===== src/sv/gbft_pkg.sv =====
// Shared constants, codes and word types of the breadth-first graph traversal core.
`default_nettype none

package gbft_pkg;

  // Graph and result limits
  localparam int MAX_VERTICES = 16;
  localparam int MAX_DEGREE   = 16;
  localparam int RESULT_CAP   = 16;

  // Derived widths
  localparam int NAME_W = 8;
  localparam int VTX_W  = $clog2(MAX_VERTICES);
  localparam int VCNT_W = $clog2(MAX_VERTICES + 1);
  localparam int DEG_W  = $clog2(MAX_DEGREE + 1);
  localparam int ADDR_W = $clog2(MAX_VERTICES * MAX_DEGREE);
  localparam int RES_W  = $clog2(RESULT_CAP + 1);

  typedef enum logic [1:0] {
    FN_CLEAR      = 2'd0,
    FN_ADD_VERTEX = 2'd1,
    FN_ADD_EDGE   = 2'd2,
    FN_TRAVERSE   = 2'd3
  } func_t;

  typedef enum logic [1:0] {
    ST_OK         = 2'd0,
    ST_UNKNOWN    = 2'd1,
    ST_TABLE_FULL = 2'd2,
    ST_LIST_FULL  = 2'd3
  } status_t;

  typedef struct packed {
    func_t              func;
    logic [NAME_W-1:0]  name_a;
    logic [NAME_W-1:0]  name_b;
  } in_word_t;

  typedef struct packed {
    logic [NAME_W-1:0]  vertex_name;
    status_t            status;
    logic               last;
  } out_word_t;

  // Commands from the controller to the datapath
  typedef struct packed {
    logic    load;
    logic    clear_graph;
    logic    add_vertex;
    logic    scan_clr;
    logic    scan_step;
    logic    append_a;
    logic    append_b;
    logic    q_init;
    logic    pop;
    logic    nbr_rd;
    logic    nbr_chk;
    logic    emit_status;
    logic    emit_final;
    status_t status;
  } dp_cmd_t;

  // Status from the datapath to the controller
  typedef struct packed {
    func_t func;
    logic  scan_more;
    logic  found_a;
    logic  found_b;
    logic  table_full;
    logic  list_full;
    logic  q_more;
    logic  nbr_more;
  } dp_sts_t;

  // Flat neighbour store address of slot deg in the list of vertex vtx
  function automatic logic [ADDR_W-1:0] store_addr(input logic [VTX_W-1:0] vtx,
                                                   input logic [DEG_W-1:0] deg);
    store_addr = ADDR_W'(ADDR_W'(vtx) * ADDR_W'(MAX_DEGREE) + ADDR_W'(deg));
  endfunction

endpackage

`default_nettype wire


===== src/sv/gbft_ram.sv =====
// Generic single-port-write, single-port-read RAM with registered read data.
`default_nettype none

module gbft_ram #(
  parameter int WIDTH = 8,
  parameter int DEPTH = 16
) (
  input  wire logic                     clk,
  input  wire logic                     we,
  input  wire logic [$clog2(DEPTH)-1:0] waddr,
  input  wire logic [WIDTH-1:0]         wdata,
  input  wire logic                     re,
  input  wire logic [$clog2(DEPTH)-1:0] raddr,
  output logic      [WIDTH-1:0]         rdata
);

  logic [WIDTH-1:0] mem_r [DEPTH];
  logic [WIDTH-1:0] rdata_r;

  // Write port and registered read port
  always_ff @(posedge clk) begin
    if (we) begin
      mem_r[waddr] <= wdata;
    end
    if (re) begin
      rdata_r <= mem_r[raddr];
    end
  end

  assign rdata = rdata_r;

endmodule

`default_nettype wire


===== src/sv/gbft_ctrl.sv =====
// Controller state machine: sequences loads, name scans, appends and the traversal.
`default_nettype none

module gbft_ctrl (
  input  wire logic              clk,
  input  wire logic              rst_n,
  input  wire logic              start,
  output logic                   busy,
  input  wire gbft_pkg::dp_sts_t sts,
  output gbft_pkg::dp_cmd_t      cmd
);

  import gbft_pkg::*;

  typedef enum logic [2:0] {
    S_IDLE,
    S_DECODE,
    S_SCAN,
    S_APPEND_A,
    S_APPEND_B,
    S_POP,
    S_NBR_RD,
    S_NBR_CHK
  } state_t;

  state_t state_r, state_nxt;
  logic   busy_r;

  // Next state and commands
  always_comb begin
    state_nxt = state_r;
    cmd       = '0;
    cmd.status = ST_OK;
    unique case (state_r)
      S_IDLE: begin
        if (start) begin
          cmd.load  = 1'b1;
          state_nxt = S_DECODE;
        end
      end
      S_DECODE: begin
        unique case (sts.func)
          FN_CLEAR: begin
            cmd.clear_graph = 1'b1;
            cmd.emit_status = 1'b1;
            state_nxt       = S_IDLE;
          end
          FN_ADD_VERTEX: begin
            cmd.emit_status = 1'b1;
            if (sts.table_full) begin
              cmd.status = ST_TABLE_FULL;
            end else begin
              cmd.add_vertex = 1'b1;
            end
            state_nxt = S_IDLE;
          end
          FN_ADD_EDGE, FN_TRAVERSE: begin
            cmd.scan_clr = 1'b1;
            state_nxt    = S_SCAN;
          end
        endcase
      end
      S_SCAN: begin
        if (sts.scan_more) begin
          cmd.scan_step = 1'b1;
        end else if (sts.func == FN_ADD_EDGE) begin
          if (!(sts.found_a && sts.found_b)) begin
            cmd.emit_status = 1'b1;
            cmd.status      = ST_UNKNOWN;
            state_nxt       = S_IDLE;
          end else if (sts.list_full) begin
            cmd.emit_status = 1'b1;
            cmd.status      = ST_LIST_FULL;
            state_nxt       = S_IDLE;
          end else begin
            state_nxt = S_APPEND_A;
          end
        end else begin
          if (!sts.found_a) begin
            cmd.emit_status = 1'b1;
            cmd.status      = ST_UNKNOWN;
            state_nxt       = S_IDLE;
          end else begin
            cmd.q_init = 1'b1;
            state_nxt  = S_POP;
          end
        end
      end
      S_APPEND_A: begin
        cmd.append_a = 1'b1;
        state_nxt    = S_APPEND_B;
      end
      S_APPEND_B: begin
        cmd.append_b    = 1'b1;
        cmd.emit_status = 1'b1;
        state_nxt       = S_IDLE;
      end
      S_POP: begin
        if (sts.q_more) begin
          cmd.pop   = 1'b1;
          state_nxt = S_NBR_RD;
        end else begin
          cmd.emit_final = 1'b1;
          state_nxt      = S_IDLE;
        end
      end
      S_NBR_RD: begin
        if (sts.nbr_more) begin
          cmd.nbr_rd = 1'b1;
          state_nxt  = S_NBR_CHK;
        end else begin
          state_nxt = S_POP;
        end
      end
      S_NBR_CHK: begin
        cmd.nbr_chk = 1'b1;
        state_nxt   = S_NBR_RD;
      end
      default: begin
        state_nxt = S_IDLE;
      end
    endcase
  end

  // Hold state and the busy flag
  always_ff @(posedge clk) begin
    if (!rst_n) begin
      state_r <= S_IDLE;
      busy_r  <= 1'b0;
    end else begin
      state_r <= state_nxt;
      busy_r  <= (state_nxt != S_IDLE);
    end
  end

  assign busy = busy_r;

endmodule

`default_nettype wire


===== src/sv/gbft_dp.sv =====
// Datapath: vertex table, neighbour lists, visited marks, visit queue and result register.
`default_nettype none

module gbft_dp (
  input  wire logic                clk,
  input  wire logic                rst_n,
  input  wire gbft_pkg::in_word_t  in_word,
  input  wire gbft_pkg::dp_cmd_t   cmd,
  output gbft_pkg::dp_sts_t        sts,
  output logic                     out_valid,
  output gbft_pkg::out_word_t      out_word
);

  import gbft_pkg::*;

  // Item registers
  func_t             func_r;
  logic [NAME_W-1:0] na_r;
  logic [NAME_W-1:0] nb_r;

  // Graph storage
  logic [VCNT_W-1:0]       vcnt_r;
  logic [NAME_W-1:0]       names_r [MAX_VERTICES];
  logic [MAX_VERTICES-1:0] vis_r;
  logic [DEG_W-1:0]        cnt_r [MAX_VERTICES];

  // Name scan
  logic [VCNT_W-1:0] scan_r;
  logic              fa_r, fb_r;
  logic [VTX_W-1:0]  ia_r, ib_r;
  logic [DEG_W-1:0]  ca_r, cb_r;

  // Traversal
  logic [VTX_W-1:0]  queue_r [MAX_VERTICES];
  logic [VCNT_W-1:0] head_r, tail_r;
  logic [VTX_W-1:0]  v_r;
  logic [DEG_W-1:0]  j_r;
  logic [RES_W-1:0]  nres_r;
  logic [NAME_W-1:0] pend_r;
  logic              trav_r;

  // Result register
  logic      out_valid_r;
  out_word_t out_word_r;

  // Neighbour store
  logic              ram_we;
  logic [ADDR_W-1:0] ram_waddr;
  logic [VTX_W-1:0]  ram_wdata;
  logic [VTX_W-1:0]  w;

  logic [VTX_W-1:0]  names_idx;
  logic [VTX_W-1:0]  cnt_idx;
  logic [NAME_W-1:0] name_rd;
  logic [DEG_W-1:0]  cnt_rd;
  logic              hit_a, hit_b;
  logic [DEG_W-1:0]  cb_eff;
  logic              list_full;
  logic              w_new;
  logic              emit_w;

  // Single read port on the name and count tables
  assign names_idx = trav_r ? w : scan_r[VTX_W-1:0];
  assign cnt_idx   = trav_r ? v_r : scan_r[VTX_W-1:0];
  assign name_rd   = names_r[names_idx];
  assign cnt_rd    = cnt_r[cnt_idx];
  assign hit_a     = (name_rd == na_r);
  assign hit_b     = (name_rd == nb_r);

  // Room check; a self loop takes two slots of one list
  assign cb_eff = (ia_r == ib_r) ? DEG_W'(ca_r + DEG_W'(1)) : cb_r;
  always_comb begin
    if (ia_r == ib_r) begin
      list_full = ({1'b0, ca_r} + (DEG_W+1)'(2)) > (DEG_W+1)'(MAX_DEGREE);
    end else begin
      list_full = (ca_r >= DEG_W'(MAX_DEGREE)) || (cb_r >= DEG_W'(MAX_DEGREE));
    end
  end

  assign w_new  = !vis_r[w];
  assign emit_w = cmd.nbr_chk && w_new && (nres_r < RES_W'(RESULT_CAP));

  // Neighbour store: append writes, traversal reads
  assign ram_we    = cmd.append_a || cmd.append_b;
  assign ram_waddr = cmd.append_a ? store_addr(ia_r, ca_r) : store_addr(ib_r, cb_eff);
  assign ram_wdata = cmd.append_a ? ib_r : ia_r;

  gbft_ram #(
    .WIDTH (VTX_W),
    .DEPTH (MAX_VERTICES * MAX_DEGREE)
  ) u_store (
    .clk   (clk),
    .we    (ram_we),
    .waddr (ram_waddr),
    .wdata (ram_wdata),
    .re    (cmd.nbr_rd),
    .raddr (store_addr(v_r, j_r)),
    .rdata (w)
  );

  // Status to the controller
  always_comb begin
    sts.func       = func_r;
    sts.scan_more  = (scan_r < vcnt_r);
    sts.found_a    = fa_r;
    sts.found_b    = fb_r;
    sts.table_full = (vcnt_r >= VCNT_W'(MAX_VERTICES));
    sts.list_full  = list_full;
    sts.q_more     = (head_r < tail_r);
    sts.nbr_more   = (j_r < cnt_rd);
  end

  // Control state: counts, marks, scan flags, queue pointers, result strobe
  always_ff @(posedge clk) begin
    if (!rst_n) begin
      vcnt_r      <= '0;
      vis_r       <= '0;
      cnt_r       <= '{default: '0};
      scan_r      <= '0;
      fa_r        <= 1'b0;
      fb_r        <= 1'b0;
      head_r      <= '0;
      tail_r      <= '0;
      j_r         <= '0;
      nres_r      <= '0;
      trav_r      <= 1'b0;
      out_valid_r <= 1'b0;
    end else begin
      if (cmd.load) begin
        trav_r <= 1'b0;
      end
      if (cmd.clear_graph) begin
        vcnt_r <= '0;
        vis_r  <= '0;
        cnt_r  <= '{default: '0};
        head_r <= '0;
        tail_r <= '0;
      end
      if (cmd.add_vertex) begin
        vis_r[vcnt_r[VTX_W-1:0]] <= 1'b0;
        cnt_r[vcnt_r[VTX_W-1:0]] <= '0;
        vcnt_r                   <= VCNT_W'(vcnt_r + VCNT_W'(1));
      end
      // Scan the name table, keep the earliest match of each name
      if (cmd.scan_clr) begin
        scan_r <= '0;
        fa_r   <= 1'b0;
        fb_r   <= 1'b0;
      end
      if (cmd.scan_step) begin
        scan_r <= VCNT_W'(scan_r + VCNT_W'(1));
        if (hit_a && !fa_r) begin
          fa_r <= 1'b1;
        end
        if (hit_b && !fb_r) begin
          fb_r <= 1'b1;
        end
      end
      if (cmd.append_a) begin
        cnt_r[ia_r] <= DEG_W'(ca_r + DEG_W'(1));
      end
      if (cmd.append_b) begin
        cnt_r[ib_r] <= DEG_W'(cb_eff + DEG_W'(1));
      end
      // Seed the queue with the start vertex
      if (cmd.q_init) begin
        vis_r[ia_r] <= 1'b1;
        head_r      <= '0;
        tail_r      <= VCNT_W'(1);
        nres_r      <= RES_W'(1);
        trav_r      <= 1'b1;
      end
      if (cmd.pop) begin
        head_r <= VCNT_W'(head_r + VCNT_W'(1));
        j_r    <= '0;
      end
      if (cmd.nbr_rd) begin
        j_r <= DEG_W'(j_r + DEG_W'(1));
      end
      // Mark a newly reached vertex and enqueue it
      if (cmd.nbr_chk && w_new) begin
        vis_r[w] <= 1'b1;
        if (tail_r < VCNT_W'(MAX_VERTICES)) begin
          tail_r <= VCNT_W'(tail_r + VCNT_W'(1));
        end
        if (nres_r < RES_W'(RESULT_CAP)) begin
          nres_r <= RES_W'(nres_r + RES_W'(1));
        end
      end
      out_valid_r <= cmd.emit_status || cmd.emit_final || emit_w;
    end
  end

  // Payload: item, names, match data, queue entries, pending visit, result word
  always_ff @(posedge clk) begin
    if (cmd.load) begin
      func_r <= in_word.func;
      na_r   <= in_word.name_a;
      nb_r   <= in_word.name_b;
    end
    if (cmd.add_vertex) begin
      names_r[vcnt_r[VTX_W-1:0]] <= na_r;
    end
    if (cmd.scan_step) begin
      if (hit_a && !fa_r) begin
        ia_r <= scan_r[VTX_W-1:0];
        ca_r <= cnt_rd;
      end
      if (hit_b && !fb_r) begin
        ib_r <= scan_r[VTX_W-1:0];
        cb_r <= cnt_rd;
      end
    end
    if (cmd.q_init) begin
      queue_r[0] <= ia_r;
      pend_r     <= na_r;
    end
    if (cmd.pop) begin
      v_r <= queue_r[head_r[VTX_W-1:0]];
    end
    if (cmd.nbr_chk && w_new && (tail_r < VCNT_W'(MAX_VERTICES))) begin
      queue_r[tail_r[VTX_W-1:0]] <= w;
    end
    if (emit_w) begin
      pend_r <= name_rd;
    end
    // Result word: status word, held visit, or closing visit
    if (cmd.emit_status) begin
      out_word_r.vertex_name <= '0;
      out_word_r.status      <= cmd.status;
      out_word_r.last        <= 1'b1;
    end else if (cmd.emit_final) begin
      out_word_r.vertex_name <= pend_r;
      out_word_r.status      <= ST_OK;
      out_word_r.last        <= 1'b1;
    end else if (emit_w) begin
      out_word_r.vertex_name <= pend_r;
      out_word_r.status      <= ST_OK;
      out_word_r.last        <= 1'b0;
    end
  end

  assign out_valid = out_valid_r;
  assign out_word  = out_word_r;

endmodule

`default_nettype wire


===== src/sv/graph_breadth_first_traversal_core.sv =====
// Top level of the breadth-first graph traversal core: controller plus datapath.
//
// Usage: drive in_word and raise start; the word is taken at a rising edge with
// start high and busy low. func selects clear graph, add vertex, add edge or
// traverse from name_a. Results leave on out_word, each valid for exactly one
// cycle with out_valid high; the receiver cannot stall them. The final result
// of an item has last set. Non-visit results carry vertex name zero.
// Sequence per item (V = vertex count):
//   clear, add vertex: the item is decoded, then its single result is registered.
//   add edge: a sequential name scan over all V vertices, then two list appends.
//   traverse: a name scan over all V vertices, then a breadth-first walk that
//   reads the neighbours of each queued vertex one at a time through the single
//   read port of the neighbour store RAM; the last result leaves after the queue
//   runs dry.
// The next item can be accepted in the cycle the final result is shown.
// Reset (synchronous, active low) empties the graph, clears visited marks and
// returns the controller to idle; the neighbour store needs no clearing pass.
`default_nettype none

module graph_breadth_first_traversal_core (
  input  wire logic                clk,
  input  wire logic                rst_n,
  input  wire logic                start,
  output logic                     busy,
  input  wire gbft_pkg::in_word_t  in_word,
  output logic                     out_valid,
  output gbft_pkg::out_word_t      out_word
);

  import gbft_pkg::*;

  dp_cmd_t cmd;
  dp_sts_t sts;

  gbft_ctrl u_ctrl (
    .clk   (clk),
    .rst_n (rst_n),
    .start (start),
    .busy  (busy),
    .sts   (sts),
    .cmd   (cmd)
  );

  gbft_dp u_dp (
    .clk       (clk),
    .rst_n     (rst_n),
    .in_word   (in_word),
    .cmd       (cmd),
    .sts       (sts),
    .out_valid (out_valid),
    .out_word  (out_word)
  );

endmodule

`default_nettype wire


===== config.mk =====
export PLATFORM = sky130hd
export DESIGN_NAME = graph_breadth_first_traversal_core
export DESIGN_NICKNAME = d
export VERILOG_FILES = /design/src/sv/gbft_pkg.sv /design/src/sv/gbft_ram.sv /design/src/sv/gbft_ctrl.sv /design/src/sv/gbft_dp.sv /design/src/sv/graph_breadth_first_traversal_core.sv
export SDC_FILE = /design/constraint.sdc
export NUM_CORES = 2
export LEC_CHECK = 0
export BUFFER_PORTS_ARGS = -buffer_cell sky130_fd_sc_hd__buf_2
export CORE_ASPECT_RATIO = 0.9
export CORE_MARGIN = 8
export CORE_UTILIZATION = 50
export CTS_CLUSTER_DIAMETER = 30
export DETAILED_ROUTE_END_ITERATION = 16
export PLACE_DENSITY = 0.69
export SLEW_MARGIN = 15
export SYNTH_ARGS = -nofsm -noshare
export SYNTH_HDL_FRONTEND = slang
export SYNTH_HIERARCHICAL = 1
export SYNTH_SLANG_ARGS = --single-unit
export TNS_END_PERCENT = 50

===== constraint.sdc =====
create_clock -name clk -period 10 [get_ports clk]
set_input_delay 2 -clock clk [delete_from_list [all_inputs] [get_ports clk]]
set_output_delay 2 -clock clk [all_outputs]
set_load 0.01 [all_outputs]

==> results.json <==
{
  "run_status": "complete, no violations",
  "antenna_violations_before_repair": 3,
  "cp_max_stage_cell": "sky130_fd_sc_hd__nand4_1",
  "timing.final.setup_violations": 0,
  "yosysSeqAreaShare_pct": 69.69,
  "hold_buffers": 0,
  "met1_global_route_usage_pct": 32.70,
  "n_fill_cell": 8429,
  "hold_fails_final_rpt": 0,
  "clock_path_buffers": 3,
  "postSynth.topFlopCell": "sky130_fd_sc_hd__edfxtp_1",
  "skew_ns": 0.05480,
  "synth_area_leader_cell": "sky130_fd_sc_hd__edfxtp_1",
  "cts_num_sinks": 1413,
  "critPathMaxStageDelay_ns": 0.87,
  "cts.repair.resized": 0,
  "route.detailed.wl_per_inst_um": 26.43,
  "hold_class": "flop to flop",
  "cts_root_buffer": "sky130_fd_sc_hd__clkbuf_16",
  "vdd_drop_max_mv": 0.1626,
  "dp_hpwl_um": 85450,
  "relative_slew_margins_pct": 17.98,
  "wire_length_of_the_first_global_routing_pass_um": 216600,
  "route.vias.total": 34061,
  "fmax_achieved_mhz": 181.2,
  "drcViolationCount": 0,
  "layout.cell_area.non_filler_um2": 68770,
  "power.density_nw_per_um2": 211.8,
  "dieHeight_um": 341.4,
  "rsz0062_at_grt": "false",
  "cts.reportedPaths.clkPinSlew_ns": 0.05,
  "clk-insertion-delay-late_ns": 0.80,
  "nets": 3757,
  "global_route.peak_usage_layer": "met1",
  "fp.coreArea_um2": 116900,
  "post-cts-setup-buffer-count": 0,
  "drt-initial-drc-count": 4395,
  "largest_net_degree_at_the_start_of_global_routing": 130,
  "synth.distinct_cells": 79,
  "critPathTopFamily": "simple AND/OR/NAND/NOR gates",
  "timing_max_transition_violations_final": 0,
  "syn_inst": 3588,
  "synth_enable_flop_cells": 1270,
  "route.detailed.vias_per_inst": 6.208,
  "worst_ep_arrival_time_ns": 5.96,
  "worst_hold_slack_after_final_layout_ns": 0.4508,
  "placed_cells": 5033,
  "whs_path_depth": 2,
  "startpoint_type": "flop",
  "die_width_um": 377.6,
  "layout_commonest_cell": "sky130_fd_sc_hd__edfxtp_1",
  "core.rowCount": 119,
  "post_dp_cell_area_um2": 60510,
  "synth.top_cells.by_area": "sky130_fd_sc_hd__edfxtp_1 65%, sky130_fd_sc_hd__mux4_2 12%, sky130_fd_sc_hd__dfxtp_1 4.9%, sky130_fd_sc_hd__nor2_1 3.0%, sky130_fd_sc_hd__mux2i_1 2.1%",
  "synth_area_per_cell_um2": 16.40,
  "setup.worst_path.end_class": "flop",
  "first_pass_iters": 7,
  "r2r_cells": 10,
  "syn_area_um2": 58830,
  "yosysWarningCount": 6,
  "yosys_register_bits": 1413,
  "number_of_routed_nets_with_antenna_violations": 0,
  "worst-endpoint-required_ns": 10.44,
  "cp_num_buf_inv": 2,
  "cts_htree_levels": 4,
  "grt_util_met3_pct": 5.473,
  "place.port_buffers": 33,
  "cts_buffers": 239,
  "globalRouteOverflowTotal": 0,
  "die_area_um2": 128900,
  "use_met2_pct": 32.58,
  "grt_pass1_vias": 33597,
  "area_delta_synth_final_pct": 16.90,
  "synth_top_cell_area_share_pct": 64.82,
  "critical_path.cell_chain": "xnor2_1 -> nand4_1 -> o21a_1 -> inv_1 -> nor2_1 -> a21oi_1 -> nor2b_1 -> nand4_1 -> buf_4 -> nor2_1",
  "cts_tree": "built",
  "n_antenna_cell": 0,
  "setup_total_negative_slack_ns": 0,
  "non_filler_instance_count_after_layout": 5487,
  "layout_common_cells": "1,270 x sky130_fd_sc_hd__edfxtp_1, 455 x sky130_fd_sc_hd__nor2_1, 302 x sky130_fd_sc_hd__mux4_2",
  "critical_path.max_fanout": 16,
  "period_share_pct": 55.18,
  "gp_congestion": 0.8288,
  "post_route_cells_drive_above_1_share_pct": 22.76,
  "syn_nets": 3644,
  "total_leakage_power_uw": 0.02174,
  "timing.setup.critical_path_class": "flop to flop",
  "wl_final_um": 145000,
  "ioPinCount": 34,
  "globalRouteTotalUtil_pct": 22.14,
  "initial_core_util_pct": 50.33,
  "crit_path_cell_count": 10,
  "post-route-min-period_ns": 5.518,
  "cap_violations": 0,
  "async_flop_share_pct": 0,
  "worstMarginPinSlew_ns": 1.217
}
## layout make-up
cell class              count  area [um2]  area share [%]
flip-flops and latches   1413       41010           59.64
multi-input cells        1915       16730           24.32
clock buffers             266        6248           9.085
clock inverters           188        2013           2.927
well taps                1573        1968           2.862
repair buffers             94       660.6          0.9606
inverters                  38       143.9          0.2092
## report_power, final
part / total (uW) / internal (uW) / switching, uW
Clock: 8140 / 5170 / 2970
Combinational: 50.9 / 15.3 / 35.5
Sequential: 6380 / 6360 / 13.5
Total: 14600 / 11500 / 3020
## metrics by stage
step                utilization (%)  setup WS [ns]  power [uW]
floorplan                         -          6.051        6521
global placement              51.77          4.776        6543
detailed placement            51.77          4.623        6544
CTS                           58.84          4.590       14660
global route                  58.84          4.333       14940
finish                        58.84          4.482       14570
## cells in the mapped netlist, types with 4 or more instances
cell and n:
sky130_fd_sc_hd__buf_2 44, sky130_fd_sc_hd__a2111oi_0 7, sky130_fd_sc_hd__a31oi_1 15, sky130_fd_sc_hd__or3_1 4
sky130_fd_sc_hd__a221oi_1 22, sky130_fd_sc_hd__a32oi_1 14, sky130_fd_sc_hd__nand3b_1 7, sky130_fd_sc_hd__nor2b_1 41
sky130_fd_sc_hd__ha_1 35, sky130_fd_sc_hd__o21ai_0 41, sky130_fd_sc_hd__buf_6 21, sky130_fd_sc_hd__and2_1 26
sky130_fd_sc_hd__nand2b_1 26, sky130_fd_sc_hd__nor3_1 57, sky130_fd_sc_hd__a211oi_1 81, sky130_fd_sc_hd__nor4_1 11
sky130_fd_sc_hd__xnor2_1 16, sky130_fd_sc_hd__clkbuf_1 122, sky130_fd_sc_hd__o211ai_1 13, sky130_fd_sc_hd__edfxtp_1 1270
sky130_fd_sc_hd__nand4_1 24, sky130_fd_sc_hd__xor2_1 29, sky130_fd_sc_hd__buf_4 18, sky130_fd_sc_hd__and3_1 7
sky130_fd_sc_hd__mux2i_1 122, sky130_fd_sc_hd__nand3_1 69, sky130_fd_sc_hd__o22ai_1 11, sky130_fd_sc_hd__buf_1 17
sky130_fd_sc_hd__a22oi_1 109, sky130_fd_sc_hd__o221ai_1 8, sky130_fd_sc_hd__nor3b_1 12, sky130_fd_sc_hd__dfxtp_1 143
sky130_fd_sc_hd__mux2_1 4, sky130_fd_sc_hd__o21ai_1 5, sky130_fd_sc_hd__nor2_1 467, sky130_fd_sc_hd__a21oi_1 53
sky130_fd_sc_hd__or2_2 4, sky130_fd_sc_hd__nand2_1 177, sky130_fd_sc_hd__a21boi_0 6, sky130_fd_sc_hd__a222oi_1 16
sky130_fd_sc_hd__mux4_2 302, sky130_fd_sc_hd__inv_1 35, sky130_fd_sc_hd__mux2_2 22
## state kept, by name, summed over array words and instances, names as in the netlist, 8 cells and up
name	count
u_dp/u_store/mem_r	1024
u_dp/names_r	128
u_dp/cnt_r	80
u_dp/queue_r	64
u_dp/vis_r	16
u_dp/out_word	11
u_dp/na_r	8
u_dp/nb_r	8
u_dp/pend_r	8
## path summary, 6_finish.rpt
check	startpoint	end	slack [ns]
max	u_dp/ia_r[2]$_DFFE_PP_	u_dp/u_store/mem_r[253][1]$_DFFE_PP_	4.48
min	u_dp/out_word[10]$_SDFFE_PP0P_	u_dp/out_word[10]$_SDFFE_PP0P_	0.45
min reg2reg	u_dp/out_word[10]$_SDFFE_PP0P_	u_dp/out_word[10]$_SDFFE_PP0P_	0.45
max reg2reg	u_dp/ia_r[2]$_DFFE_PP_	u_dp/u_store/mem_r[253][1]$_DFFE_PP_	4.48
## worst min-delay path, delay by kind of cell, from the launching register on
family,cells,cell delay (ns)
AOI/OAI and AO/OA,1,0.05
DFF,1,0.30
and+or+nand+nor,1,0.05
## routing by layer
layer	vias to the layer above	share of wire, %	routed length, um
met5	-	0.0090	13
met4	2	2.8	4028
met3	280	11	15330
met2	1863	45	64990
met1	17350	42	60680
li1	14566	-	-
## kinds of logic (layout without fill, tap and decap cells)
group           after synthesis  after routing  share of synthesized area, %
xor+xnor                     45             45                        0.6699
compound gates              435            435                         5.334
buf+inv                     260            586                         2.135
flops                      1413           1413                         69.69
fa+ha+maj                    35             35                        0.7444
mux                         451            451                         14.17
simple gates                949            949                         7.254
No activity file was read; power rests on OpenSTA's default activity.
